File: src/rtl/core/touch_boost_controller_defines.svh
// ---------------------------------------------------------------------------
// Touch boost controller assertion macros.
// Each macro checks one property on the rising clock edge, with reset
// masking. Setting NO_ASSERTIONS leaves the macros empty.
// ---------------------------------------------------------------------------
`ifndef TOUCH_BOOST_CONTROLLER_DEFINES_SVH
`define TOUCH_BOOST_CONTROLLER_DEFINES_SVH

`ifndef NO_ASSERTIONS
`define TBC_ASSERT_SAME(lbl, ck, rn, ante, cons) \
	lbl: assert property (@(posedge ck) disable iff (!(rn)) (ante) |-> (cons)) \
		else $error("touch boost assertion failed");
`define TBC_ASSERT_NEXT(lbl, ck, rn, ante, cons) \
	lbl: assert property (@(posedge ck) disable iff (!(rn)) (ante) |=> (cons)) \
		else $error("touch boost assertion failed");
`else
`define TBC_ASSERT_SAME(lbl, ck, rn, ante, cons)
`define TBC_ASSERT_NEXT(lbl, ck, rn, ante, cons)
`endif

`endif

File: src/rtl/core/tbc_pkg.sv
// ---------------------------------------------------------------------------
// Touch boost controller package.
// Field widths, event codes, floor levels and the structs shared by the
// modules of the block.
// ---------------------------------------------------------------------------
`timescale 1ns / 1ps
`default_nettype none

package tbc_pkg;

	localparam int TimerW   = 15;
	localparam int MhzW     = 12;
	localparam int LevelW   = 2;
	localparam int EvTypeW  = 5;
	localparam int EvCodeW  = 10;
	localparam int EvValueW = 32;
	localparam int CfgIdxW  = 2;
	localparam int CfgDataW = 15;
	localparam int InDataW  = 48;
	localparam int OutDataW = 16;

	localparam logic [EvTypeW-1:0] EVT_KEY = 5'd1;
	localparam logic [EvTypeW-1:0] EVT_ABS = 5'd3;

	localparam logic [EvCodeW-1:0] CODE_TOUCH_BUTTON = 10'd330;
	localparam logic [EvCodeW-1:0] CODE_TRACKING_ID  = 10'd57;
	localparam logic [EvCodeW-1:0] CODE_POSITION_X   = 10'd53;

	localparam logic [LevelW-1:0] LEVEL_NONE = 2'd0;
	localparam logic [LevelW-1:0] LEVEL_MID  = 2'd1;
	localparam logic [LevelW-1:0] LEVEL_FULL = 2'd2;

	localparam logic [CfgIdxW-1:0] REG_MID_DELAY = 2'd0;
	localparam logic [CfgIdxW-1:0] REG_HOLD      = 2'd1;
	localparam logic [CfgIdxW-1:0] REG_GPU_MHZ   = 2'd2;

	localparam logic [TimerW-1:0] MID_DELAY_RST = 15'd500;
	localparam logic [TimerW-1:0] HOLD_RST      = 15'd2000;
	localparam logic [MhzW-1:0]   GPU_MHZ_RST   = 12'd550;

	typedef struct packed {
		logic                       req_type;
		logic [EvTypeW-1:0]         event_type;
		logic [EvCodeW-1:0]         event_code;
		logic signed [EvValueW-1:0] event_value;
	} item_t;

	typedef struct packed {
		logic              is_mid;
		logic              is_boosted;
		logic [MhzW-1:0]   gpu_floor_mhz;
		logic [LevelW-1:0] cpu_floor_level;
	} result_t;

	typedef struct packed {
		logic [TimerW-1:0] mid_delay_ms;
		logic [TimerW-1:0] hold_ms;
		logic [MhzW-1:0]   gpu_boost_mhz;
	} cfg_t;

endpackage

`default_nettype wire

File: src/rtl/core/touch_boost_controller.sv
// Path: an accepted word is held in the input register, and its result word is
// then held in the result register, or waits in the input register on a stall.
// Throughput: one word per cycle unless the output stalls; the state update
// is a single pass of next-state logic between the input and result registers.
// Reset: arst_n clears all floors, flags and timers at once and loads the
// registers with 500 ms mid delay, 2000 ms hold and a 550 MHz GPU boost frequency.
// ---------------------------------------------------------------------------
// Touch boost controller top level.
// Registers input words, applies them to the boost state and registers the
// resulting CPU and GPU floors for the output stream.
// ---------------------------------------------------------------------------
`timescale 1ns / 1ps
`default_nettype none
`include "touch_boost_controller_defines.svh"

module touch_boost_controller (
	input  wire logic                          clk,
	input  wire logic                          arst_n,
	// Configuration write port.
	input  wire logic                          cfg_we,
	input  wire logic [tbc_pkg::CfgIdxW-1:0]   cfg_index,
	input  wire logic [tbc_pkg::CfgDataW-1:0]  cfg_data,
	// Input stream.
	input  wire logic                          s_axis_tvalid,
	output      logic                          s_axis_tready,
	// event_type [4:0], event_code [14:5], event_value [46:15], zero [47]
	input  wire logic [tbc_pkg::InDataW-1:0]   s_axis_tdata,
	// req_type [0]
	input  wire logic                          s_axis_tuser,
	// Output stream.
	output      logic                          m_axis_tvalid,
	input  wire logic                          m_axis_tready,
	// cpu_floor_level [1:0], gpu_floor_mhz [13:2], is_boosted [14], is_mid [15]
	output      logic [tbc_pkg::OutDataW-1:0]  m_axis_tdata
);

	tbc_pkg::cfg_t    cfg;
	tbc_pkg::item_t   item_s1;
	tbc_pkg::result_t result_d;
	tbc_pkg::result_t result_q;
	logic             valid_s1;
	logic             out_valid_q;
	logic             advance;

	tbc_cfg_regs u_cfg (
		.clk       (clk),
		.arst_n    (arst_n),
		.cfg_we    (cfg_we),
		.cfg_index (cfg_index),
		.cfg_data  (cfg_data),
		.cfg       (cfg)
	);

	// A word moves on when the result register is free or being emptied.
	assign advance       = valid_s1 && (!out_valid_q || m_axis_tready);
	assign s_axis_tready = !valid_s1 || advance;

	always_ff @(posedge clk or negedge arst_n) begin
		if (!arst_n) begin
			valid_s1 <= 1'b0;
		end else if (s_axis_tready) begin
			valid_s1 <= s_axis_tvalid;
		end
	end

	always_ff @(posedge clk) begin
		if (s_axis_tready && s_axis_tvalid) begin
			item_s1.req_type    <= s_axis_tuser;
			item_s1.event_type  <= s_axis_tdata[4:0];
			item_s1.event_code  <= s_axis_tdata[14:5];
			item_s1.event_value <= s_axis_tdata[46:15];
		end
	end

	tbc_state u_state (
		.clk    (clk),
		.arst_n (arst_n),
		.fire   (advance),
		.item   (item_s1),
		.cfg    (cfg),
		.result (result_d)
	);

	always_ff @(posedge clk or negedge arst_n) begin
		if (!arst_n) begin
			out_valid_q <= 1'b0;
		end else if (advance) begin
			out_valid_q <= 1'b1;
		end else if (m_axis_tready) begin
			out_valid_q <= 1'b0;
		end
	end

	always_ff @(posedge clk) begin
		if (advance) begin
			result_q <= result_d;
		end
	end

	assign m_axis_tvalid = out_valid_q;
	assign m_axis_tdata  = result_q;

	`TBC_ASSERT_SAME(a_mid_needs_boost, clk, arst_n, out_valid_q,
		!result_q.is_mid || result_q.is_boosted)
	`TBC_ASSERT_SAME(a_level_matches_flags, clk, arst_n, out_valid_q,
		(result_q.is_boosted == (result_q.cpu_floor_level != tbc_pkg::LEVEL_NONE)) &&
		(result_q.is_mid == (result_q.cpu_floor_level == tbc_pkg::LEVEL_MID)))
	`TBC_ASSERT_NEXT(a_advance_gives_result, clk, arst_n, advance, out_valid_q)
	`TBC_ASSERT_NEXT(a_stalled_word_kept, clk, arst_n, valid_s1 && !advance, valid_s1)

endmodule

`default_nettype wire

File: src/rtl/core/tbc_cfg_regs.sv
// ---------------------------------------------------------------------------
// Touch boost configuration registers.
// Holds the mid delay, hold time and GPU boost frequency written through
// the plain write port.
// ---------------------------------------------------------------------------
`timescale 1ns / 1ps
`default_nettype none

module tbc_cfg_regs (
	input  wire logic                          clk,
	input  wire logic                          arst_n,
	input  wire logic                          cfg_we,
	input  wire logic [tbc_pkg::CfgIdxW-1:0]   cfg_index,
	input  wire logic [tbc_pkg::CfgDataW-1:0]  cfg_data,
	output tbc_pkg::cfg_t                      cfg
);

	tbc_pkg::cfg_t cfg_q;

	always_ff @(posedge clk or negedge arst_n) begin
		if (!arst_n) begin
			cfg_q.mid_delay_ms  <= tbc_pkg::MID_DELAY_RST;
			cfg_q.hold_ms       <= tbc_pkg::HOLD_RST;
			cfg_q.gpu_boost_mhz <= tbc_pkg::GPU_MHZ_RST;
		end else if (cfg_we) begin
			case (cfg_index)
				tbc_pkg::REG_MID_DELAY: cfg_q.mid_delay_ms  <= cfg_data;
				tbc_pkg::REG_HOLD:      cfg_q.hold_ms       <= cfg_data;
				tbc_pkg::REG_GPU_MHZ:   cfg_q.gpu_boost_mhz <= cfg_data[tbc_pkg::MhzW-1:0];
				default: ;
			endcase
		end
	end

	assign cfg = cfg_q;

endmodule

`default_nettype wire

File: src/rtl/core/tbc_state.sv
// ---------------------------------------------------------------------------
// Touch boost state update.
// Holds the boost flags, both timers and the current floors, and computes
// their next values for one word. The result shows the state after the word.
// ---------------------------------------------------------------------------
`timescale 1ns / 1ps
`default_nettype none

module tbc_state (
	input  wire logic          clk,
	input  wire logic          arst_n,
	input  wire logic          fire,
	input  wire tbc_pkg::item_t item,
	input  wire tbc_pkg::cfg_t  cfg,
	output tbc_pkg::result_t   result
);

	logic                          boost_q, mid_q, mid_armed_q, hold_armed_q;
	logic [tbc_pkg::TimerW-1:0]    mid_left_q, hold_left_q;
	logic [tbc_pkg::LevelW-1:0]    cpu_q;
	logic [tbc_pkg::MhzW-1:0]      gpu_q;

	logic                          boost_d, mid_d, mid_armed_d, hold_armed_d;
	logic [tbc_pkg::TimerW-1:0]    mid_left_d, hold_left_d;
	logic [tbc_pkg::LevelW-1:0]    cpu_d;
	logic [tbc_pkg::MhzW-1:0]      gpu_d;

	logic is_touch_key, is_track_id, is_pos_x;
	logic do_press, do_lift, mid_end, hold_end;

	assign is_touch_key = (item.event_type == tbc_pkg::EVT_KEY) &&
		(item.event_code == tbc_pkg::CODE_TOUCH_BUTTON);
	assign is_track_id  = (item.event_type == tbc_pkg::EVT_ABS) &&
		(item.event_code == tbc_pkg::CODE_TRACKING_ID);
	assign is_pos_x     = (item.event_type == tbc_pkg::EVT_ABS) &&
		(item.event_code == tbc_pkg::CODE_POSITION_X);

	// A tracking id of zero or more is a finger going down.
	assign do_press = !item.req_type && ((is_touch_key && (item.event_value != '0)) ||
		(is_track_id && !item.event_value[tbc_pkg::EvValueW-1]));
	assign do_lift  = !item.req_type && ((is_touch_key && (item.event_value == '0)) ||
		(is_track_id && item.event_value[tbc_pkg::EvValueW-1]));

	// A timer ends on the tick that finds one or zero ticks left.
	assign mid_end  = item.req_type && mid_armed_q && (mid_left_q <= 15'd1);
	assign hold_end = item.req_type && hold_armed_q && (hold_left_q <= 15'd1);

	always_comb begin
		boost_d      = boost_q;
		mid_d        = mid_q;
		mid_armed_d  = mid_armed_q;
		hold_armed_d = hold_armed_q;
		mid_left_d   = mid_left_q;
		hold_left_d  = hold_left_q;
		cpu_d        = cpu_q;
		gpu_d        = gpu_q;
		if (item.req_type) begin
			if (mid_end) begin
				mid_armed_d = 1'b0;
				mid_left_d  = '0;
				if (boost_q && !mid_q) begin
					mid_d = 1'b1;
					cpu_d = tbc_pkg::LEVEL_MID;
				end
			end else if (mid_armed_q) begin
				mid_left_d = mid_left_q - 15'd1;
			end
			if (hold_end) begin
				hold_armed_d = 1'b0;
				hold_left_d  = '0;
				if (boost_q) begin
					boost_d = 1'b0;
					mid_d   = 1'b0;
					gpu_d   = '0;
					cpu_d   = tbc_pkg::LEVEL_NONE;
				end
			end else if (hold_armed_q) begin
				hold_left_d = hold_left_q - 15'd1;
			end
		end else if (do_press) begin
			boost_d      = 1'b1;
			mid_d        = 1'b0;
			hold_armed_d = 1'b0;
			cpu_d        = tbc_pkg::LEVEL_FULL;
			gpu_d        = cfg.gpu_boost_mhz;
			mid_armed_d  = 1'b1;
			mid_left_d   = cfg.mid_delay_ms;
		end else if (do_lift) begin
			mid_armed_d  = 1'b0;
			hold_armed_d = 1'b1;
			hold_left_d  = cfg.hold_ms;
		end else if (is_pos_x && boost_q) begin
			hold_armed_d = 1'b0;
			mid_armed_d  = 1'b1;
			mid_left_d   = cfg.mid_delay_ms;
		end
	end

	always_ff @(posedge clk or negedge arst_n) begin
		if (!arst_n) begin
			boost_q      <= 1'b0;
			mid_q        <= 1'b0;
			mid_armed_q  <= 1'b0;
			hold_armed_q <= 1'b0;
			mid_left_q   <= '0;
			hold_left_q  <= '0;
			cpu_q        <= tbc_pkg::LEVEL_NONE;
			gpu_q        <= '0;
		end else if (fire) begin
			boost_q      <= boost_d;
			mid_q        <= mid_d;
			mid_armed_q  <= mid_armed_d;
			hold_armed_q <= hold_armed_d;
			mid_left_q   <= mid_left_d;
			hold_left_q  <= hold_left_d;
			cpu_q        <= cpu_d;
			gpu_q        <= gpu_d;
		end
	end

	assign result.cpu_floor_level = cpu_d;
	assign result.gpu_floor_mhz   = gpu_d;
	assign result.is_boosted      = boost_d;
	assign result.is_mid          = mid_d;

endmodule

`default_nettype wire
File: config.mk
export PLATFORM = sky130hd
export DESIGN_NAME = touch_boost_controller
export DESIGN_NICKNAME = d
export VERILOG_FILES = /design/src/rtl/core/tbc_pkg.sv /design/src/rtl/core/touch_boost_controller.sv /design/src/rtl/core/tbc_cfg_regs.sv /design/src/rtl/core/tbc_state.sv
export VERILOG_INCLUDE_DIRS = /design/src /design/src/rtl/core
export SDC_FILE = /design/constraint.sdc
export NUM_CORES = 1
export LEC_CHECK = 0
export BUFFER_PORTS_ARGS = -buffer_cell sky130_fd_sc_hd__buf_4
export CAP_MARGIN = 25
export CORE_MARGIN = 4
export CORE_UTILIZATION = 35
export DETAILED_ROUTE_END_ITERATION = 12
export PLACE_DENSITY = 0.64
export SYNTH_ARGS = -nofsm -noshare
export SYNTH_HDL_FRONTEND = slang
export SYNTH_SLANG_ARGS = --single-unit
File: constraint.sdc
create_clock -name clk -period 6.76 [get_ports clk]
set_input_delay 1.014 -clock clk [delete_from_list [all_inputs] [get_ports clk]]
set_output_delay 1.014 -clock clk [all_outputs]
set_load 0.01 [all_outputs]
# After elaboration in Yosys (flattened, before gate mapping)
# Cells that the tools add are included.
word_totals:
  reg_bits: 156
  latch_bits: 0
  ram_bits: 0
  romBits: 0
  input_bits: 71
  output_inout_bits: 18
  wordCells: 120
  n_memories: 0
op_classes:
  n_addsub: 2
  n_mul: 0
  div: 0
  order_cmp: 2
  n_eq_ne: 13
  shift: 0
  muxes: 42
  bitwise: 0
  reduce_logical: 40
ops:
  columns: ["cell", "count"]
  rows:
  - ["15-bit 2-to-1 mux", 11]
  - ["12-bit 2-to-1 mux", 4]
  - ["32-bit zero test", 1]
  - ["32-bit nonzero test", 1]
  - ["15-bit by 1-bit less-or-equal comparator with 1-bit output (second input constant)", 2]
  - ["15-bit by 1-bit subtractor with 15-bit output (second input constant)", 2]
  - ["1-bit 2-to-1 mux", 21]
  - ["10-bit by 6-bit equality test with 1-bit output (second input constant)", 2]
  - ["1-bit logical AND", 17]
  - ["2-bit 2-to-1 mux", 6]
  - ["10-bit by 9-bit equality test with 1-bit output (second input constant)", 1]
  - ["4-bit AND reduction", 2]
  - ["3-bit by 1-bit inequality test with 1-bit output (second input constant)", 2]
  - ["2-bit AND reduction", 3]
  - ["3-bit AND reduction", 2]
  - ["5-bit by 1-bit equality test with 1-bit output (second input constant)", 1]
  - ["5-bit by 2-bit equality test with 1-bit output (second input constant)", 1]
  - ["1-bit zero test", 5]
  - ["1-bit logical OR", 4]
  - ["2-bit by 1-bit inequality test with 1-bit output (second input constant)", 2]
  - ["2-bit nonzero test", 2]
  - ["4-bit nonzero test", 1]
  - ["3-bit by 2-bit inequality test with 1-bit output (second input constant)", 1]
  - ["3-bit nonzero test", 1]
  - ["4 further kinds", 4]

# Longest topological paths before layout
logic_depth:
  word_depth: 8
  mapped_depth: 8

# Cells and area by module
# Synthesis repeated with hierarchy kept, for this count alone.
unflattened:
  hier_cells: 513
  area_unflattened_um2: 6860.3
modules_own_cells:
  columns: ["module", "instances", "cells_per_inst", "area_per_inst_um2", "seq_area_each_um2"]
  rows:
  - ["tbc_state", 1, 351, 3226.8, 1201.2]
  - ["touch_boost_controller", 1, 72, 2025.7, 1971.9]
  - ["tbc_cfg_regs", 1, 90, 1607.8, 1071.0]

# Worst setup path before layout
# No wires, ideal clock.
synth_timing:
  kind: "input port to flip-flop"
  from: "input port m_axis_tready"
  to: "register item_s1[0] in the netlist's numbering (enable)"
  setup_ns: 0.410
  t_arrival_ns: 2.377
  required_time_ns: 6.350
  path_slack_ns: 3.972
  path_stages: 2
  path_cell_list: "nand3b_1 and2_1"
synth_between:
  elab_chain_len: 4
synth_lines:
  columns: ["item", "line", "text"]
  rows:
  - ["start, declared", "touch_boost_controller.sv:32", "input wire logic m_axis_tready,"]
  - ["1-bit logical OR", "touch_boost_controller.sv:55", "assign advance = valid_s1 && (!out_valid_q || m_axis_tready);"]
  - ["1-bit logical AND", "touch_boost_controller.sv:55", null]
  - ["1-bit logical OR", "touch_boost_controller.sv:56", "assign s_axis_tready = !valid_s1 || advance;"]
  - ["1-bit logical AND", "touch_boost_controller.sv:67", "if (s_axis_tready && s_axis_tvalid) begin"]
  - ["end, declared", "touch_boost_controller.sv:38", "tbc_pkg::item_t item_s1;"]
# Every way passes these cells.
# A chain may end at the register's enable or synchronous reset.

# Final worst setup path
layout_timing:
  from: "register item_s1[47] in the netlist's numbering"
  to: "register u_state.mid_left_q[0] in the netlist's numbering"
layout_between:
  elab_chain_len: 4
layout_lines:
  columns: ["item", "line", "text"]
  rows:
  - ["1-bit logical AND / 1-bit zero test (equally long branches)", "tbc_state.sv:45, tbc_state.sv:39, tbc_state.sv:41", null]
  - ["1-bit logical AND (on tied branches)", "tbc_state.sv:45, tbc_state.sv:39, tbc_state.sv:41", null]
  - ["3-bit by 1-bit inequality test with 1-bit output (no line) (tied with other cells)", null, null]
  - ["4-bit AND reduction (no line) / 15-bit 2-to-1 mux (equally long branches)", null, null]
  - ["end signal, assigned", "tbc_state.sv:114", "mid_left_q <= mid_left_d;"]
  - ["end, declared", "tbc_state.sv:19", "logic [tbc_pkg::TimerW-1:0] mid_left_q, hold_left_q;"]
# Several ways; a longest one is shown, not always the timed one.

==> impl_metrics.py <==
metrics = {
    "logic_synthesis": {
        "ys_seq_elements": 156,
        "yosys_warns": 0,
        "synthFlopType": "sky130_fd_sc_hd__dfrtp_1",
        "synth.avg_cell_area_sq_um": 12.3,
        "number_of_flops_mapped_to_enable_cells_by_yosys": 64,
        "postSynthCellCount": 575,
        "synth_seq_area_share_pct": 60.2,
        "synth_nets": 650,
        "post_synth_num_cell_types": 66,
        "synth_async_sr_flop_share_pct": 59.0,
        "syn-cell-area_sq_um": 7050,
    },
    "worst_setup_path": {
        "reg2reg_to": "u_state.mid_left_q[0]",
        "r2r-start": "item_s1[47]",
        "dominant_delay_contributor_by_cell_family_on_the_critical_path": "simple AND/OR/NAND/NOR gates",
        "critPathMaxStageDelay_ps": 850,
        "worst_setup_path_end_kind": "flop",
        "critical_path_arrival_ps": 3670,
        "crit_slowest_cell": "sky130_fd_sc_hd__edfxtp_1",
        "crit_path_start_kind": "flop",
        "crit_path_cell_trace": "inv_1 > buf_4 > nor2_1 > or2_0 > mux2_1",
        "cp_data_required_time_ps": 7060,
        "worstPathMaxFanout": 58,
        "critical_path_class": "flop to flop",
        "reg2reg_setup_slack_ps": 3390,
        "worst_path_buf_inv": 2,
        "timing.reg2reg.worst_path_depth": 5,
    },
    "final_layout": {
        "layout.filler_cells": 1819,
        "total_area_of_multi_input_combinational_cells_sq_um": 2620,
        "area.growth.synth_to_final_pct": 21.7,
        "area.sequential_sq_um": 4240,
        "antennaDiodeCount": 0,
        "post_route_cells_drive_above_1_share_pct": 28.7,
        "nets": 735,
    },
    "drt": {
        "first_pass_iters": 5,
        "dr.first_iter.drc_count": 387,
        "wl_per_cell_microns": 18.0,
        "viasPerCell": 5.48,
        "ant_nets": 0,
        "via_count": 5138,
        "wirelength_mm": 16.9,
        "drc": 0,
    },
    "run": {
        "cap_violations": 0,
    },
    "clocking": {
        "cts.sink_count": 156,
        "cts_made_buffers": 17,
        "cts_htree_levels": 4,
        "cts_resized": 0,
        "clkLatencyLatePin_ps": 420,
        "cts_root_buffer": "sky130_fd_sc_hd__clkbuf_16",
        "ctsHoldBuffers": 0,
        "cts_buffer_depth": 2,
        "tritoncts": "built",
        "buffers_inserted_during_post_cts_setup_optimization": 0,
        "worst_setup_hold_path_clk_slew_ps": 60,
    },
    "timing": {
        "worst_slew_pin_slew_ps": 1290,
        "hold_violations": 0,
        "timing.final.setup_violations": 0,
        "final_max_slew_viol_count": 0,
        "slew-limit-headroom_pct": 13.8,
        "achievable-frequency_ghz": 0.297,
        "period_share_pct": 49.9,
        "final_period_minus_worst_setup_slack_ps": 3370,
        "fin_worst_hold_slack_ps": 491,
        "final.setup.tns_ps": 0,
        "fin_skew_ps": 9.12,
        "rsz0062_at_grt": "false",
    },
    "hold_path": {
        "cell_depth_of_the_worst_min_delay_path": 2,
        "hold_path_startpoint": "u_state.gpu_q[5]",
        "worstHoldEndpoint": "u_state.gpu_q[5]",
        "hold_class": "flop to flop",
    },
    "floorplanning": {
        "die-height_microns": 150,
        "io_pins": 89,
        "floorplan.die_area_sq_um": 22500,
        "start_util_pct": 35.9,
        "core_sq_um": 19700,
        "std_cell_rows": 51,
        "dieWidth_microns": 150,
    },
    "placement": {
        "gpl.final_weighted_congestion": 0.839,
        "dpl.hpwl_mm": 11.7,
        "io_buffers": 87,
    },
    "power_and_ir_drop": {
        "power.density_cell_area_nw_per_um2": 294,
        "total_power_mw": 2.53,
        "ir_drop_uv": 190,
        "leakagePower_nw": 3.25,
    },
    "grt": {
        "grt_antenna_before_repair": 0,
        "grt_pass1_vias": 5076,
        "pin_count_of_the_biggest_net_entering_global_routing": 59,
        "wire_length_of_the_first_global_routing_pass_mm": 27.4,
        "grtUsageTotal_pct": 15.6,
        "grt_remaining_overflow": 0,
    },
    "run_status": {
        "outcome": "complete, no violations",
    },
}
## placed cells by master, fill, tap and decap left out, types with 7 or more instances in the layout
cell                        synthesis  final
sky130_fd_sc_hd__nor3_1            19     19
sky130_fd_sc_hd__a311o_1            7      7
sky130_fd_sc_hd__nor4_1            16     16
sky130_fd_sc_hd__nand2b_1           8      8
sky130_fd_sc_hd__a21oi_1           11     11
sky130_fd_sc_hd__dfrtp_1           76     76
sky130_fd_sc_hd__and2_1            13     12
sky130_fd_sc_hd__o21ai_0           11     11
sky130_fd_sc_hd__buf_4              2     93
sky130_fd_sc_hd__o21ai_1           12     12
sky130_fd_sc_hd__dfstp_2           16     16
sky130_fd_sc_hd__nand2_1           52     52
sky130_fd_sc_hd__o22ai_1            9      9
sky130_fd_sc_hd__clkbuf_16          0     17
sky130_fd_sc_hd__inv_1             13     13
sky130_fd_sc_hd__nand3_1           26     26
sky130_fd_sc_hd__mux2_2            42     42
sky130_fd_sc_hd__o31ai_1           17     17
sky130_fd_sc_hd__edfxtp_1          64     64
sky130_fd_sc_hd__nand4_1           10     10
sky130_fd_sc_hd__nor2_1            19     19
## per-stage QoR
step,cells,area (sq um),setup WS (ps),util [%]
floorplan,575,7050,3970,-
global placement,905,7940,3140,40.4
detailed placement,905,7940,3100,40.4
CTS,937,8560,3410,43.6
global route,938,8580,3210,43.7
finish,938,8580,3390,43.7
## worst max path at each step
stage	from	end	cells after the start
finish	item_s1[47]	u_state.mid_left_q[0]	5
global placement	m_axis_tready	u_state.mid_left_q[1]	8
detailed placement	m_axis_tready	u_state.mid_left_q[0]	8
CTS	item_s1[31]	u_state.mid_left_q[0]	6
global route	item_s1[13]	u_state.mid_left_q[1]	6
floorplan	m_axis_tready	item_s1[0]	2
## layout make-up
| class | count | area share (%) |
|---|---|---|
| clock inverter | 13 | 2.20 |
| tap | 265 | 3.86 |
| timing repair buffer | 94 | 8.37 |
| multi-input combinational | 378 | 30.5 |
| clock buffer | 19 | 5.05 |
| inverter | 13 | 0.569 |
| sequential | 156 | 49.5 |
## cells by family after synthesis
group | after synthesis | synth area share (%)
AND/OR/NAND/NOR | 202 | 15.8
flip-flops | 156 | 60.2
buffers and inverters | 41 | 2.79
multiplexers | 46 | 7.33
AO/OA/AOI/OAI | 126 | 13.2
adder cells (fa/ha/maj) | 4 | 0.710
## metal layers
| metal | global-route usage, % | wire length (microns) | up-vias |
|---|---|---|---|
| met2 | 23.9 | 7640 | 214 |
| met1 | 21.5 | 7570 | 2522 |
| li1 | - | - | 2384 |
| met5 | 0 | 0 | - |
| met4 | 4.71 | 200 | 0 |
| met3 | 4.69 | 1440 | 18 |
## registers in the layout, summed over array words and instances (netlist names)
register,count
u_state.cpu_q,2
m_axis_tvalid,1
u_state.mid_q,1
u_state.boost_q,1
u_state.gpu_q,12
m_axis_tdata,16
valid_s1,1
u_cfg.cfg,42
u_state.mid_left_q,15
u_state.hold_armed_q,1
u_state.hold_left_q,15
item_s1,48
u_state.mid_armed_q,1
## cells in the mapped netlist (7+ instances only)
master / n / area, sq um
sky130_fd_sc_hd__mux2_2: 42 / 473
sky130_fd_sc_hd__edfxtp_1: 64 / 1920
sky130_fd_sc_hd__and2_1: 13 / 81.3
sky130_fd_sc_hd__nor4_1: 16 / 100
sky130_fd_sc_hd__o22ai_1: 9 / 56.3
sky130_fd_sc_hd__clkbuf_1: 16 / 60.1
sky130_fd_sc_hd__a311o_1: 7 / 70.1
sky130_fd_sc_hd__a21oi_1: 11 / 55.1
sky130_fd_sc_hd__nor3_1: 19 / 95.1
sky130_fd_sc_hd__o21ai_1: 12 / 60.1
sky130_fd_sc_hd__o31ai_1: 17 / 128
sky130_fd_sc_hd__inv_1: 13 / 48.8
sky130_fd_sc_hd__nand2_1: 52 / 195
sky130_fd_sc_hd__o21ai_0: 11 / 55.1
sky130_fd_sc_hd__dfstp_2: 16 / 420
sky130_fd_sc_hd__nor2_1: 19 / 71.3
sky130_fd_sc_hd__dfrtp_1: 76 / 1900
sky130_fd_sc_hd__nand2b_1: 8 / 50.1
sky130_fd_sc_hd__nand3_1: 26 / 130
sky130_fd_sc_hd__nand4_1: 10 / 62.6
## worst register-to-register path, stage by stage (launching register included)
cell                       delay [ps]
sky130_fd_sc_hd__edfxtp_1         850
sky130_fd_sc_hd__inv_1             90
sky130_fd_sc_hd__buf_4            350
sky130_fd_sc_hd__nor2_1           790
sky130_fd_sc_hd__or2_0            790
sky130_fd_sc_hd__mux2_1           400
## where the power goes
group,internal [mW],total [mW],switching [mW]
Combinational,0.146,0.315,0.168
Clock,0.621,1.00,0.380
Sequential,1.11,1.21,0.0958
Total,1.88,2.53,0.644
(Power assumes the default switching activity.)
